[src/hdl/assert_macros.svh]
// ---------------------------------------------------------------------------
// assert_macros.svh
// Assertion macros shared by the fat12 table engine modules.
// ---------------------------------------------------------------------------
`ifndef ASSERT_MACROS_SVH
`define ASSERT_MACROS_SVH

// clocked assertion, disabled while reset is high
`define FAT12_ASSERT(lbl, clk, rst, prop, msg) \
  lbl: assert property (@(posedge clk) disable iff (rst) prop) else $error(msg);

// clocked assertion that also holds during reset
`define FAT12_ASSERT_ALWAYS(lbl, clk, prop, msg) \
  lbl: assert property (@(posedge clk) prop) else $error(msg);

`endif

[src/hdl/fat12_pkg.sv]
// ---------------------------------------------------------------------------
// fat12_pkg
// Types, codes and constants of the fat12 cluster table engine.
// ---------------------------------------------------------------------------
package fat12_pkg;

  // operation codes
  typedef enum logic [2:0] {
    OP_LOAD  = 3'd0,
    OP_RBYTE = 3'd1,
    OP_READ  = 3'd2,
    OP_NEXT  = 3'd3,
    OP_WRITE = 3'd4,
    OP_ALLOC = 3'd5
  } op_t;

  // result status codes
  typedef enum logic [1:0] {
    ST_OK    = 2'd0,
    ST_END   = 2'd1,
    ST_FULL  = 2'd2,
    ST_RANGE = 2'd3
  } status_t;

  // memory address source
  typedef enum logic [1:0] {
    MA_BYTE = 2'd0,
    MA_OFF0 = 2'd1,
    MA_OFF1 = 2'd2
  } ma_t;

  // memory write data source
  typedef enum logic [1:0] {
    WD_BVAL = 2'd0,
    WD_NEW0 = 2'd1,
    WD_NEW1 = 2'd2
  } wd_t;

  // result selection
  typedef enum logic [2:0] {
    RS_OK    = 3'd0,
    RS_RANGE = 3'd1,
    RS_BYTE  = 3'd2,
    RS_ENTRY = 3'd3,
    RS_NEXT  = 3'd4,
    RS_ALLOC = 3'd5,
    RS_FULL  = 3'd6
  } rs_t;

  // controller states
  typedef enum logic [3:0] {
    S_IDLE,
    S_DECODE,
    S_RB,
    S_ACHK,
    S_RD0,
    S_RD1,
    S_RD2,
    S_WR0,
    S_WR1,
    S_DONE
  } state_t;

  localparam logic [11:0] END_OF_CHAIN = 12'hFF8;
  localparam logic [11:0] END_MARK     = 12'hFFF;
  localparam logic [11:0] FIRST_DATA   = 12'd2;

  // commands from controller to datapath
  typedef struct packed {
    logic load_item;
    logic clus_init;
    logic clus_inc;
    logic mem_en;
    logic mem_we;
    ma_t  mem_sel;
    wd_t  wd_sel;
    logic cap0;
    logic cap1;
    logic res_load;
    rs_t  res_sel;
    logic out_load;
  } dp_cmd_t;

  // status from datapath to controller
  typedef struct packed {
    op_t  op;
    logic addr_ok;
    logic entry_ok;
    logic entry_zero;
    logic out_free;
  } dp_stat_t;

endpackage

[src/hdl/fat12_ctrl.sv]
// ---------------------------------------------------------------------------
// fat12_ctrl
// Controller state machine: sequences ram accesses per operation.
// ---------------------------------------------------------------------------
`include "assert_macros.svh"

module fat12_ctrl (
  input  logic                clk,
  input  logic                rst,
  input  logic                in_valid,
  output logic                in_ready,
  input  fat12_pkg::dp_stat_t stat,
  output fat12_pkg::dp_cmd_t  cmd
);

  fat12_pkg::state_t state;
  fat12_pkg::state_t state_next;

  // state register
  always_ff @(posedge clk) begin
    if (rst) begin
      state <= fat12_pkg::S_IDLE;
    end else begin
      state <= state_next;
    end
  end

  // no item is taken while reset is high
  assign in_ready = (state == fat12_pkg::S_IDLE) && !rst;

  // next state and commands
  always_comb begin
    state_next    = state;
    cmd           = '0;
    cmd.mem_sel   = fat12_pkg::MA_BYTE;
    cmd.wd_sel    = fat12_pkg::WD_BVAL;
    cmd.res_sel   = fat12_pkg::RS_OK;
    case (state)
      fat12_pkg::S_IDLE: begin
        if (in_valid) begin
          cmd.load_item = 1'b1;
          state_next    = fat12_pkg::S_DECODE;
        end
      end
      fat12_pkg::S_DECODE: begin
        case (stat.op)
          fat12_pkg::OP_LOAD: begin
            cmd.res_load = 1'b1;
            if (stat.addr_ok) begin
              cmd.mem_en  = 1'b1;
              cmd.mem_we  = 1'b1;
              cmd.res_sel = fat12_pkg::RS_OK;
            end else begin
              cmd.res_sel = fat12_pkg::RS_RANGE;
            end
            state_next = fat12_pkg::S_DONE;
          end
          fat12_pkg::OP_RBYTE: begin
            if (stat.addr_ok) begin
              cmd.mem_en = 1'b1;
              state_next = fat12_pkg::S_RB;
            end else begin
              cmd.res_load = 1'b1;
              cmd.res_sel  = fat12_pkg::RS_RANGE;
              state_next   = fat12_pkg::S_DONE;
            end
          end
          fat12_pkg::OP_READ, fat12_pkg::OP_NEXT, fat12_pkg::OP_WRITE: begin
            if (stat.entry_ok) begin
              state_next = fat12_pkg::S_RD0;
            end else begin
              cmd.res_load = 1'b1;
              cmd.res_sel  = fat12_pkg::RS_RANGE;
              state_next   = fat12_pkg::S_DONE;
            end
          end
          fat12_pkg::OP_ALLOC: begin
            cmd.clus_init = 1'b1;
            state_next    = fat12_pkg::S_ACHK;
          end
          default: begin
            cmd.res_load = 1'b1;
            cmd.res_sel  = fat12_pkg::RS_OK;
            state_next   = fat12_pkg::S_DONE;
          end
        endcase
      end
      fat12_pkg::S_RB: begin
        cmd.res_load = 1'b1;
        cmd.res_sel  = fat12_pkg::RS_BYTE;
        state_next   = fat12_pkg::S_DONE;
      end
      // allocate scan: read the next cluster if it fits, stop as full at the first that does not
      fat12_pkg::S_ACHK: begin
        if (stat.entry_ok) begin
          state_next = fat12_pkg::S_RD0;
        end else begin
          cmd.res_load = 1'b1;
          cmd.res_sel  = fat12_pkg::RS_FULL;
          state_next   = fat12_pkg::S_DONE;
        end
      end
      fat12_pkg::S_RD0: begin
        cmd.mem_en  = 1'b1;
        cmd.mem_sel = fat12_pkg::MA_OFF0;
        state_next  = fat12_pkg::S_RD1;
      end
      fat12_pkg::S_RD1: begin
        cmd.mem_en  = 1'b1;
        cmd.mem_sel = fat12_pkg::MA_OFF1;
        cmd.cap0    = 1'b1;
        state_next  = fat12_pkg::S_RD2;
      end
      // second byte on the read port, entry is complete
      fat12_pkg::S_RD2: begin
        cmd.cap1 = 1'b1;
        case (stat.op)
          fat12_pkg::OP_READ: begin
            cmd.res_load = 1'b1;
            cmd.res_sel  = fat12_pkg::RS_ENTRY;
            state_next   = fat12_pkg::S_DONE;
          end
          fat12_pkg::OP_NEXT: begin
            cmd.res_load = 1'b1;
            cmd.res_sel  = fat12_pkg::RS_NEXT;
            state_next   = fat12_pkg::S_DONE;
          end
          fat12_pkg::OP_ALLOC: begin
            if (stat.entry_zero) begin
              state_next = fat12_pkg::S_WR0;
            end else begin
              cmd.clus_inc = 1'b1;
              state_next   = fat12_pkg::S_ACHK;
            end
          end
          default: begin
            state_next = fat12_pkg::S_WR0;
          end
        endcase
      end
      fat12_pkg::S_WR0: begin
        cmd.mem_en  = 1'b1;
        cmd.mem_we  = 1'b1;
        cmd.mem_sel = fat12_pkg::MA_OFF0;
        cmd.wd_sel  = fat12_pkg::WD_NEW0;
        state_next  = fat12_pkg::S_WR1;
      end
      fat12_pkg::S_WR1: begin
        cmd.mem_en   = 1'b1;
        cmd.mem_we   = 1'b1;
        cmd.mem_sel  = fat12_pkg::MA_OFF1;
        cmd.wd_sel   = fat12_pkg::WD_NEW1;
        cmd.res_load = 1'b1;
        cmd.res_sel  = (stat.op == fat12_pkg::OP_ALLOC) ? fat12_pkg::RS_ALLOC
                                                         : fat12_pkg::RS_OK;
        state_next   = fat12_pkg::S_DONE;
      end
      // hand the result to the output register once it is free
      fat12_pkg::S_DONE: begin
        if (stat.out_free) begin
          cmd.out_load = 1'b1;
          state_next   = fat12_pkg::S_IDLE;
        end
      end
      default: begin
        state_next = fat12_pkg::S_IDLE;
      end
    endcase
  end

  `FAT12_ASSERT(a_accept_decode, clk, rst, (in_valid && in_ready) |=> (state == fat12_pkg::S_DECODE), "accepted item not decoded")
  `FAT12_ASSERT(a_write_states, clk, rst, cmd.mem_we |-> ((state == fat12_pkg::S_DECODE && stat.op == fat12_pkg::OP_LOAD) || state == fat12_pkg::S_WR0 || state == fat12_pkg::S_WR1), "ram write outside a write step")
  `FAT12_ASSERT(a_out_only_done, clk, rst, cmd.out_load |=> (state == fat12_pkg::S_IDLE), "result loaded without return to idle")

endmodule

[config.mk]
export PLATFORM = sky130hd
export DESIGN_NAME = fat12_ctrl
export DESIGN_NICKNAME = d
export VERILOG_FILES = /design/src/hdl/fat12_pkg.sv /design/src/hdl/fat12_ctrl.sv
export VERILOG_INCLUDE_DIRS = /design/src /design/src/hdl
export SDC_FILE = /design/constraint.sdc
export NUM_CORES = 1
export LEC_CHECK = 0
export ABC_AREA = 1
export ABC_CLOCK_PERIOD_IN_PS = 2500
export BUFFER_PORTS_ARGS = -buffer_cell sky130_fd_sc_hd__buf_4
export CORE_AREA = 2 2 39 41
export DETAILED_ROUTE_END_ITERATION = 8
export DIE_AREA = 0 0 41 43
export GPL_ROUTABILITY_DRIVEN = 0
export HOLD_SLACK_MARGIN = 0.03
export PLACE_DENSITY = 0.76
export SLEW_MARGIN = 20
export SYNTH_ARGS = -nofsm -noshare
export SYNTH_HDL_FRONTEND = slang
export SYNTH_SLANG_ARGS = --single-unit
export TNS_END_PERCENT = 20
[constraint.sdc]
create_clock -name clk -period 2.5 [get_ports clk]
set_clock_uncertainty 0.15 [all_clocks]
set_input_delay 0.125 -clock clk [delete_from_list [all_inputs] [get_ports clk]]
set_output_delay 0.125 -clock clk [all_outputs]
set_load 0.02 [all_outputs]
=== Word-level counts from Yosys, hierarchy flattened ===
Index checks and enable logic that the tools add are counted.

* Register bits: 4
* Input bits: 10
* Output and inout port bits: 17
* Logic and storage cells: 64

* Equality and inequality tests: 16
* Mux-type cells: 35
* Reductions and logical operators: 12

{| class="wikitable"
|+ Operators by type and width
! kind !! number
|-
| $pmux W4 S9 || 1
|-
| $mux W4 || 7
|-
| $pmux W4 S5 || 1
|-
| $eq A4 B3 Y1 const B || 4
|-
| $pmux W4 S2 || 2
|-
| $pmux W4 S4 || 1
|-
| $mux W1 || 14
|-
| $pmux W4 S3 || 1
|-
| $reduce_or A2 Y1 || 5
|-
| $eq A4 B2 Y1 const B || 2
|-
| $eq A4 B4 Y1 const B || 2
|-
| $pmux W2 S2 || 2
|-
| $eq A3 B2 Y1 const B || 2
|-
| $eq A3 B3 Y1 const B || 2
|-
| $mux W3 || 2
|-
| $pmux W1 S2 || 3
|-
| $eq A4 B1 Y1 const B || 1
|-
| $logic_not A4 Y1 || 1
|-
| $ne A2 B2 Y1 const B || 2
|-
| $reduce_or A4 Y1 || 1
|-
| $eq A3 B1 Y1 const B || 1
|-
| $logic_not A3 Y1 || 1
|-
| $reduce_or A3 Y1 || 1
|-
| $mux W2 || 1
|-
| 3 further kinds || 3
|}

=== Longest topological paths before layout ===
* Depth after elaboration: 4
* Depth in mapped cells: 9
* Mapped depth without buffers: 9

=== Worst setup path after synthesis ===
OpenSTA, ideal clock, no wires.

* Path kind: register to output
* Start point: register state[2]
* End point: output port cmd[12] (netlist bit)
* Data arrival time: 1307 ps
* Slack: 918 ps
* Stages on the path, launching flop included: 7
* Cells stage by stage: dfxtp_1 inv_1 nor2_2 inv_1 nor2_1 nor2_1 nand3_1

{| class="wikitable"
|+ RTL lines
! item !! line !! source
|-
| start, declared || fat12_ctrl.sv:16 || <nowiki>fat12_pkg::state_t state;</nowiki>
|-
| start signal, assigned || fat12_ctrl.sv:22 || <nowiki>state <= fat12_pkg::S_IDLE;</nowiki>
|-
| start signal, assigned || fat12_ctrl.sv:24 || <nowiki>state <= state_next;</nowiki>
|-
| end, declared || fat12_ctrl.sv:13 || <nowiki>output fat12_pkg::dp_cmd_t cmd</nowiki>
|}

==> summary.txt <==
Status
  • Outcome: complete, no violations

CTS
  • Clock root buffer: clkbuf_4
  • CTS tree: built
  • Clock slew at reported path FFs: 0.03 ns
  • Buffers inserted by post-CTS timing repair: 0
  • Level count of the clock H-tree: 1
  • TritonCTS Buffers: 3
  • Maximum root-to-sink buffer count: 2
  • Worst-skew pair later-pin latency: between 0.2 and 0.25 ns
  • Count of clock tree sinks: 4

STA
  • Number of pins with negative max-slew slack in the final report: 0
  • Worst Slack Setup Final: about 0.75 ns
  • Worst slack on hold paths: 0.08629 ns
  • Setup TNS after final layout: 0 ns
  • Relative slew margins: between 80% and 90%
  • Number of endpoints with negative hold slack in the final report: 0
  • Transition at the pin with the smallest max-transition slack: 0.2659 ns
  • Final critical-path share of the clock period: ~70%
  • Min Clock Period, post-route: roughly 1.8 ns
  • Top achievable clock speed: 570.0 MHz
  • RSZ-0062 raised after global routing: false
  • Final setup violation count: 0

Yosys
  • Library cell with the highest instance count after synthesis: nand2_1
  • Share of synthesized area spent on multiplexers: 0%
  • Count of flip-flops with a built-in enable after synthesis: 0
  • Primary flip-flop cell chosen by synthesis mapping: dfxtp_1
  • Share of synthesized flip-flops with an asynchronous set or reset: 0%
  • Share of the yosys chip area belonging to registers: 15.57%
  • Syn Nets: 106
  • Adder-Cell Fraction of Synth Area: 0%
  • Compound-cell area share of the yosys netlist: 12.17%
  • Post-Synthesis Cells: 96
  • Dominant combinational cell family by area after synthesis: simple AND/OR/NAND/NOR gates
  • Flip-flop and latch count after synthesis: 4
  • Fraction of synthesized cell area taken by the top area cell type: around 18%
  • Netlist area before placement: ~500 um2
  • Number of warnings reported in the yosys synthesis log: 0
  • Synth unique cells: 22
  • Post-synthesis xor/xnor area fraction: 0%
  • Synth top area cells: nand2_1 18%, dfxtp_1 16%, inv_1 13%
  • Post-Synthesis Mean Instance Area: 5.357 um2
  • Commonest cells post-synth: 24 x nand2_1, 18 x inv_1, 15 x nor2_1
  • Cell accounting for the most synthesized area: nand2_1
  • Simple logic cell fraction of the synthesized area: 57.66%

Placement
  • Half-perimeter wire length after detailed placement: 1.211 mm
  • PortBufs: 26
  • Worst-case setup slack after placement: between 0.9 and 1 ns

Route
  • Number of search-and-repair iterations in the first detailed-routing pass: 4
  • Number of nets still failing antenna checks after routing: 0
  • Via-per-instance ratio: between 4 and 5
  • Routed wire length: 1.474 mm
  • Via Count: 701
  • Remaining design rule violation count: 0
  • Starting DRT DRC Count: 22
  • Drt wl/cell: slightly above 10 um

Global routing
  • Aggregate global-route resource usage: 19.26%
  • Overflow left after global routing: 0
  • Number of antenna violations at the first check in global routing: 0
  • Number of global-route vias before repair: 577
  • Maximum number of pins on one net before global-route repair: 8
  • Wire length of the first global-routing pass: 2.318 mm

Worst setup path
  • Startpoint type of the worst setup path: flip-flop
  • Category of the most critical setup path: reg2out
  • Arrival time at the worst endpoint: between 1 and 1.5 ns
  • Capturing element of the worst setup path: cmd[12]
  • Maximum fanout along the worst path: 5
  • Reg-to-reg endpoint: state[3]
  • First element of the critical path: state[2]
  • Critical register-to-register path startpoint: state[2]
  • Nature of the critical path endpoint: output pin
  • Slack of the worst reg-to-reg path: 1.00 ns
  • Worst-path cell with the longest stage delay: dfxtp_1
  • Worst Reg2Reg Path Length in Cells: 6
  • Delay contributed by the slowest stage of the critical path: 0.44 ns
  • Required time worst endpoint: approximately 2.2 ns
  • Cell breakdown of the critical path: inv_1 > nor2_2 > inv_1 > nor2_1 > nor2_1 > nand3_1 > buf_4

Final layout
  • Largest registers: state x4
  • Most flop-heavy register: state
  • Fraction of final layout cells with drive strength greater than 1: 30.95%
  • Count of filler cells inserted in the layout: between 100 and 150
  • Fraction of the core area covered by cells at the end of the flow: 55.06%
  • Number of flip-flops under the largest register name: 4
  • Nets@finish: ~140
  • Area growth syn-to-layout: 48.18%
  • Antenna cells: 0

Floorplanning
  • Initial cell density of the core: between 30 and 40%
  • Standard-cell rows: 14
  • I/O Pins: 27
  • Overall die width: 41 um
  • Area of the die: roughly 0.0018 mm2
  • Die height: 43 um
  • Floorplan core area: 0.001384 mm2

Power
  • Leakage Power: 0.0004628 uW
  • Pwr Density: 638.6 mW/mm2
  • Total Power Consumption: 486.6 uW
  • Peak ir drop on the vdd network: 343.6 uV

Hold path
  • Type of the worst min-delay path: in2reg

Flow run
  • Max-cap viol count: 0
[layout make-up]
| type | count | area [um2] | share of cell area, % |
|---|---|---|---|
| multi-input cells | 72 | 359.1 | 47.13 |
| well taps | 16 | 20.02 | 2.627 |
| inverters | 20 | 75.07 | 9.852 |
| repair buffers | 27 | 205.2 | 26.93 |
| clock buffers | 3 | 22.52 | 2.956 |
| flip-flops and latches | 4 | 80.08 | 10.51 |
[worst min-delay path by stage]
stage               end  slack, ns  cells past startpoint  startpoint
2_1_floorplan  state[0]       0.04                      1         rst
3_3_place_gp   state[0]       0.16                      2         rst
3_5_place_dp   state[0]       0.16                      2         rst
4_1_cts        state[2]        0.1                      5     stat[1]
5_1_grt        state[0]       0.14                      4     stat[0]
6_report       state[2]       0.09                      5     stat[1]
[worst max-delay path, delay by kind of cell (launching register included)]
kind                   cells  cell delay, ns
AND/OR/NAND/NOR            4            0.51
flip-flops                 1            0.44
buffers and inverters      3            0.30
[cells in the final DEF (no fill, tap or decap), types with 3 or more instances in the layout]
cell and instances:
buf_4 26, nand2_1 24, inv_1 18, nor2_1 15, nand3_1 10, nand4_1 4
dfxtp_1 4, nor2_2 3, clkbuf_4 3
[per-layer routing]
metal / share of wire [%] / global-route usage, % / routed length, um / vias to the layer above
met3: 8.3 / 2.618 / 122 / 5
met1: 41 / 25.00 / 597 / 296
met2: 49 / 28.44 / 723 / 31
li1: - / - / - / 369
met5: 0 / 0 / 0 / -
met4: 2.0 / 12.00 / 30 / 0
[per-stage QoR]
step | std cells | instance area, um2
CTS | 142 | 762.0
floorplan | 96 | 514.2
global route | 142 | 762.0
detailed placement | 138 | 729.5
finish | 142 | 762.0
global placement | 138 | 729.5
[where the power goes]
part	internal [uW]	leakage, uW	switching, uW	total, uW
Sequential	77.1	0.0000327	20.2	97.3
Combinational	122	0.000416	185	307
Clock	53.8	0.0000138	28.5	82.3
Total	253	0.000463	234	487
[cells by family (layout without fill, tap and decap cells)]
family	count (synthesis)	count (layout)
simple gates	63	63
compound gates	9	9
buf+inv	20	50
flops	4	4
[what timing repair did]
item	CTS	global route
endpoints found under the setup margin	0	0
resized for setup	0	0
endpoints found under the hold margin	3	0
hold buffers	1	0
(Power assumes the default switching activity.)
